<file path="src/hdl/rrw_pkg.sv">
package rrw_pkg;

   localparam int WINDOW_DEPTH_DEFAULT = 256;
   localparam int QUEUE_DEPTH = 2;

   localparam logic [1:0] REQ_INSERT = 2'd0;
   localparam logic [1:0] REQ_REMOVE = 2'd1;
   localparam logic [1:0] REQ_RESET  = 2'd2;

   localparam logic [1:0] KIND_INSERT = 2'd0;
   localparam logic [1:0] KIND_REMOVE = 2'd1;
   localparam logic [1:0] KIND_RESET  = 2'd2;
   localparam logic [1:0] KIND_NOP    = 2'd3;

   localparam logic [2:0] STATUS_STORED    = 3'd0;
   localparam logic [2:0] STATUS_OUTSIDE   = 3'd1;
   localparam logic [2:0] STATUS_DUPLICATE = 3'd2;
   localparam logic [2:0] STATUS_REMOVED   = 3'd3;
   localparam logic [2:0] STATUS_NOTHING   = 3'd4;
   localparam logic [2:0] STATUS_RESET     = 3'd5;

   typedef struct packed {
      logic [1:0]  kind;
      logic [31:0] seq_number;
      logic [7:0]  block_opcode;
      logic [15:0] buffer_handle;
   } cmd_type;

   typedef struct packed {
      logic        valid;
      logic [7:0]  opcode;
      logic [15:0] handle;
   } slot_type;

   localparam int SLOT_WIDTH = $bits(slot_type);

endpackage

</file>
<file path="src/hdl/rrw_queue.sv">
module rrw_queue (
   input  logic             clock,
   input  logic             reset,
   input  logic             push,
   input  rrw_pkg::cmd_type push_cmd,
   output logic             full,
   input  logic             pop,
   output logic             not_empty,
   output rrw_pkg::cmd_type head_cmd
);

   localparam int PtrW = $clog2(rrw_pkg::QUEUE_DEPTH);

   rrw_pkg::cmd_type entry_ff [rrw_pkg::QUEUE_DEPTH];
   logic [PtrW-1:0]  wr_ptr_ff, wr_ptr_in;
   logic [PtrW-1:0]  rd_ptr_ff, rd_ptr_in;
   logic [PtrW:0]    count_ff, count_in;

   assign full      = (count_ff == (PtrW+1)'(rrw_pkg::QUEUE_DEPTH));
   assign not_empty = (count_ff != '0);
   assign head_cmd  = entry_ff[rd_ptr_ff];

   always_comb begin
      wr_ptr_in = wr_ptr_ff;
      rd_ptr_in = rd_ptr_ff;
      count_in  = count_ff;
      if (push) begin
         wr_ptr_in = (wr_ptr_ff == PtrW'(rrw_pkg::QUEUE_DEPTH - 1)) ? '0 : wr_ptr_ff + 1'b1;
      end
      if (pop) begin
         rd_ptr_in = (rd_ptr_ff == PtrW'(rrw_pkg::QUEUE_DEPTH - 1)) ? '0 : rd_ptr_ff + 1'b1;
      end
      if (push && !pop) begin
         count_in = count_ff + 1'b1;
      end else if (pop && !push) begin
         count_in = count_ff - 1'b1;
      end
   end

   always_ff @(posedge clock) begin
      if (reset) begin
         wr_ptr_ff <= '0;
         rd_ptr_ff <= '0;
         count_ff  <= '0;
      end else begin
         wr_ptr_ff <= wr_ptr_in;
         rd_ptr_ff <= rd_ptr_in;
         count_ff  <= count_in;
      end
   end

   always_ff @(posedge clock) begin
      if (push) begin
         entry_ff[wr_ptr_ff] <= push_cmd;
      end
   end

endmodule

</file>
<file path="config.mk">
export PLATFORM = sky130hd
export DESIGN_NAME = rrw_queue
export DESIGN_NICKNAME = d
export VERILOG_FILES = /design/src/hdl/rrw_pkg.sv /design/src/hdl/rrw_queue.sv
export SDC_FILE = /design/constraint.sdc
export NUM_CORES = 1
export LEC_CHECK = 0
export BUFFER_PORTS_ARGS = -buffer_cell sky130_fd_sc_hd__buf_2
export CAP_MARGIN = 30
export CORE_MARGIN = 4
export CORE_UTILIZATION = 56
export DETAILED_ROUTE_END_ITERATION = 7
export PLACE_DENSITY = 0.92
export RECOVER_POWER = 25
export REMOVE_ABC_BUFFERS = 1
export SLEW_MARGIN = 20
export SYNTH_ARGS = -nofsm -noshare
export SYNTH_HDL_FRONTEND = slang
export SYNTH_SLANG_ARGS = --single-unit
</file>
<file path="constraint.sdc">
create_clock -name clock -period 10.6 [get_ports clock]
set_clock_uncertainty 0.05 [all_clocks]
set_input_delay 0.53 -clock clock [delete_from_list [all_inputs] [get_ports clock]]
set_output_delay 0.53 -clock clock [all_outputs]
set_load 0.005 [all_outputs]
</file>
=== Word level (Yosys, flattened, before mapping) ===
Memories as Yosys holds them, arrays and structs flattened. A register that Yosys moved wholly into a read port is not among the register bits.
Index checks and enable logic that the tools add are counted.

* Add/subtract/negate cells: 4
* Equal/unequal tests: 1
* Multiplexer cells: 8
* Reduce and logical (&&, ||, !) cells: 6

{| class="wikitable"
|+ Operators by type and width
! cell !! count
|-
| 1-bit 2-to-1 mux || 6
|-
| 2-bit 2-to-1 mux || 2
|-
| 2-bit nonzero test || 2
|-
| 1-bit adder (second input constant) || 2
|-
| 2-bit by 1-bit adder with 2-bit output (second input constant) || 1
|-
| 2-bit equality test (second input constant) || 1
|-
| 1-bit logical AND || 2
|-
| 1-bit zero test || 2
|-
| 2-bit by 1-bit subtractor with 2-bit output (second input constant) || 1
|}

* Bits in registers: 4
* Memory bits (writable): 116
* Input bits: 62
* Output and inout bits: 60
* Word-level logic and storage cells: 23
* Memories kept: 1

{| class="wikitable"
|+ Memory list
! memory !! words !! width !! read ports !! clocked after memory_dff !! wr ports !! line !! RTL
|-
| entry_ff || 2 || 58 || 1 || 1 || 1 || rrw_queue.sv:14 || <nowiki>rrw_pkg::cmd_type entry_ff [rrw_pkg::QUEUE_DEPTH];</nowiki>
|}

=== Logic depth before layout (Yosys ltp) ===
* Word-level depth: 4
* Depth in mapped cells: 5
* Gate-level depth less buffers: 5

=== Worst setup path after synthesis ===
No wires, ideal clock.

* Path kind: in2reg
* Start point: input port push
* End point: memory entry_ff[0][0] (netlist bit), enable pin
* Library setup time: 0.481 ns
* Arrival: 3.088 ns
* Data required time: 10.069 ns
* Slack: 6.981 ns
* Cell stages on the path: 1
* Path buffers: 0
* Cells stage by stage: nor2b_1

* Longest elaborated chain between the ends: 2

{| class="wikitable"
|+ RTL lines
! element !! line !! RTL
|-
| start, declared || rrw_queue.sv:4 || <nowiki>input logic push,</nowiki>
|-
| 1-bit 2-to-1 mux || rrw_queue.sv:53 || <nowiki>if (push) begin</nowiki>
|-
| 1-bit 2-to-1 mux (implied by the code) || rrw_queue.sv:54 || <nowiki>entry_ff[wr_ptr_ff] <= push_cmd;</nowiki>
|-
| end, declared || rrw_queue.sv:14 ||
|}

No other way between the ends.

==> results by stage <==
Critical path:
- The critical path capture point type is an output pin.
- Walking the worst path, the cells encountered are mux2_2 -> buf_2.
- The worst path buffer plus inverter count is 1.
- The gate family responsible for the most delay along the worst path is flip-flops.
- Of all nets on the critical path, the largest fanout is 58.
- The required time of the critical path is 10020 ps.
- The critical path is of the flop to output pin type.
- The slowest stage cell on the critical path is dfxtp_4.
- On the worst path, the slowest cell contributes a delay of 920 ps.
- At the worst endpoint, the arrival time is 1980 ps.
- The worst setup path is launched from a flop.

Drt:
- The average wire per cell in the routed design is 16.9 um.
- The number of search-and-repair iterations in the first detailed-routing pass is 4.
- The via count is between 2000 and 2500.
- The number of violations reported at the end of detailed-routing iteration 0 is 92.
- After detailed routing, the number of remaining DRC violations is 0.
- The remaining antenna violation count is 0.
- After detailed routing, the number of vias per cell comes to around 5.1.
- The routed wire length is between 7 and 8 mm.

Finish:
- Excluding fillers, the count of instances in the completed layout stands at 454.
- The number of antenna diodes in the final layout is 0.
- In the final design database the tool counted roughly 400 nets.
- In the layout the commonest cells are edfxtp_1, buf_2, mux2_2.
- The fraction of layout cells with a size suffix above 1 is 55.1%.
- Leaving out fill and tap cells, the most frequent cell in the layout is edfxtp_1.
- The area added between synthesis and finish is 28.7%.
- The number of fillers in the final layout is around 490.

STA:
- Counting I/O delays and the setup requirement, the final critical path takes 2560 ps.
- In this run the tightest slew margin relative to its limit is 42.9%.
- Static timing analysis puts the maximum clock frequency at 391 MHz.
- The final count of hold timing violations is 0.
- The pin slew with the least headroom to its limit is approximately 860 ps.
- Setup repair after global routing left no endpoint under its margin.
- The max-slew violation count came to 0.
- The number of setup violations in the final report is 0.
- After layout, the worst path uses 24.2% of the clock period.
- The final worst hold slack is 170 ps.
- After routing, the total negative slack on setup checks comes to 0 ps.

CTS:
- The clock net in this run drives a total of 121 sinks.
- After clock tree synthesis, the clock-pin slew on the worst setup and hold paths is 60 ps.
- The post-cts hold buffer count is 0.
- The buffer depth of the longest clock path is 2.
- The H-tree was split into 4 levels.
- TritonCTS built the clock tree.
- The post-cts repair resize count is 0.
- The root buffer cell is clkbuf_8.
- Post-CTS timing repair inserted 0 buffers for setup.
- Clock tree synthesis inserted a total of 17 buffers.
- The clock latency of the later-clocked register in the worst-skew pair is 490 ps.

Power and ir drop:
- In this run, the combinational gates consume 8.2% of the power.
- The maximum vdd drop is around 0.13 mV.
- The share of power burned in the clock network is 44.6%.
- The net switching component of the power is 0.000249 W.
- The power per cell area is 212 nW/um2.
- In this run, flip-flops and latches consume about 47% of the power.
- For this design the static power due to leakage is 2.20 nW.
- The switching fraction of total power is 20.4%.
- The internal power of the cells totals 0.000972 W.
- The post-route total power is between 0.001 and 0.0015 W.

Worst hold path:
- The worst hold-check path type is input pin to flop.

Floorplan:
- The core area is just under 8000 um2.
- The I/O pin total is 122.
- The floorplan die height is 97.3 um.
- The number of placement rows is 32.
- For this configuration, the core starts out at a cell density of slightly below 60%.
- The floorplan step defined a die boundary enclosing 9470 um2.
- The die is 97.3 um wide.

Global routing:
- The via count of the first global-routing pass is ~2600.
- The largest net degree at the start of global routing is 59.
- In the global route stage, overall resource usage came out at between 15 and 20%.
- The first global-routing pass estimated between 10 and 15 mm of wire.
- The initial antenna violation count came to 0.
- Global routing finished with a remaining overflow of 0.

Yosys:
- The netlist area before placement is between 4000 and 5000 um2.
- The number of instances in the synthesized netlist is 202.
- The number of enable-type register cells in the synthesized netlist is 116.
- The share of the Yosys chip area taken by registers is 80.2%.
- The total of warnings raised by yosys is 0.
- The post-synthesis register bit count is 121.
- The count of different cell masters after synthesis is 19.
- Each instance of the synthesized netlist takes up on average 22.1 um2.
- The async set-or-reset flop fraction in the synthesized netlist is 0%.
- The most instantiated flip-flop cell in the synthesis netlist is edfxtp_1.

Flow run:
- The number of maximum-capacitance constraint violations is 0.

Run status:
- The flow ran to the end, and the final reports show no timing, DRC or antenna violations.

Place:
- In this run the tool buffered the top-level ports with 121 buffer cells.
- The number of placed instances, taps included, is 421.
- The half-perimeter wire length of the detailed placement result is 5.13 mm.
- The final RePlAce weighted congestion is around 0.73.
==> layer usage <==
metal	wire length [um]	up-vias	track usage (%)	part of all wire [%]
met2	4200	91	30.0	55
met1	2800	1129	18.1	37
met5	0	-	0	0
met3	561	9	6.32	7.3
li1	-	1071	-	-
met4	93	0	6.50	1.2
==> synthesized netlist by cell type (all sizes together) (2+ instances only) <==
master | count | area share (%)
nor2 | 4 | 0.34
xor2 | 2 | 0.39
edfxtp | 116 | 78
mux2 | 58 | 16
buf | 6 | 1.0
xnor2 | 2 | 0.39
dfxtp | 5 | 2.2
==> power by group through the flow <==
stage	clock network [W]	logic (W)	registers [W]
floorplan	0	0.0000556	0.000581
global placement	0	0.0000981	0.000583
detailed placement	0	0.000101	0.000586
global route	0.000578	0.000109	0.000579
finish	0.000545	0.000100	0.000575
CTS	0.000555	0.000102	0.000577
==> sequential cells by signal, indices dropped and copies added, names as in the netlist, named ones only <==
signal / cells
count_ff: 2
entry_ff: 116
rd_ptr_ff: 1
wr_ptr_ff: 1
==> cells by family (layout without fill, tap and decap cells) <==
group	after synthesis	after routing	share of synthesized area (%)
flip-flops	121	121	80.2
adder cells (fa/ha/maj)	1	1	0.280
AO/OA/AOI/OAI	2	2	0.224
XOR/XNOR	4	4	0.784
multiplexers	58	58	16.3
buffers and inverters	7	157	1.09
AND/OR/NAND/NOR	9	9	1.09
==> stage by stage <==
step	utilization (%)	setup WS, ps	instance area, um2
finish	74.4	8040	5750
global route	74.4	7940	5750
CTS	74.5	7980	5760
detailed placement	67.1	8220	5180
global placement	67.1	8270	5180
floorplan	-	6980	4420
==> area by class of cell <==
cell class | count | area (um2) | area share (%)
Multi-Input combinational cell | 74 | 843 | 14.7
Clock buffer | 19 | 422 | 7.33
Sequential cell | 121 | 3590 | 62.4
Inverter | 1 | 3.75 | 0.0653
Tap cell | 102 | 128 | 2.22
Clock inverter | 13 | 154 | 2.68
Timing Repair Buffer | 124 | 613 | 10.7
==> worst paths after layout <==
path                start               to  slack (ps)  cells past startpoint
max                  flop     head_cmd[39]        8040                      2
min          push_cmd[57]  entry_ff[1][57]         170                      1
max reg2reg     wr_ptr_ff  entry_ff[1][28]        8610                      2
min reg2reg   count_ff[1]      count_ff[1]         490                      2
Power figures use the tool's default switching activity.
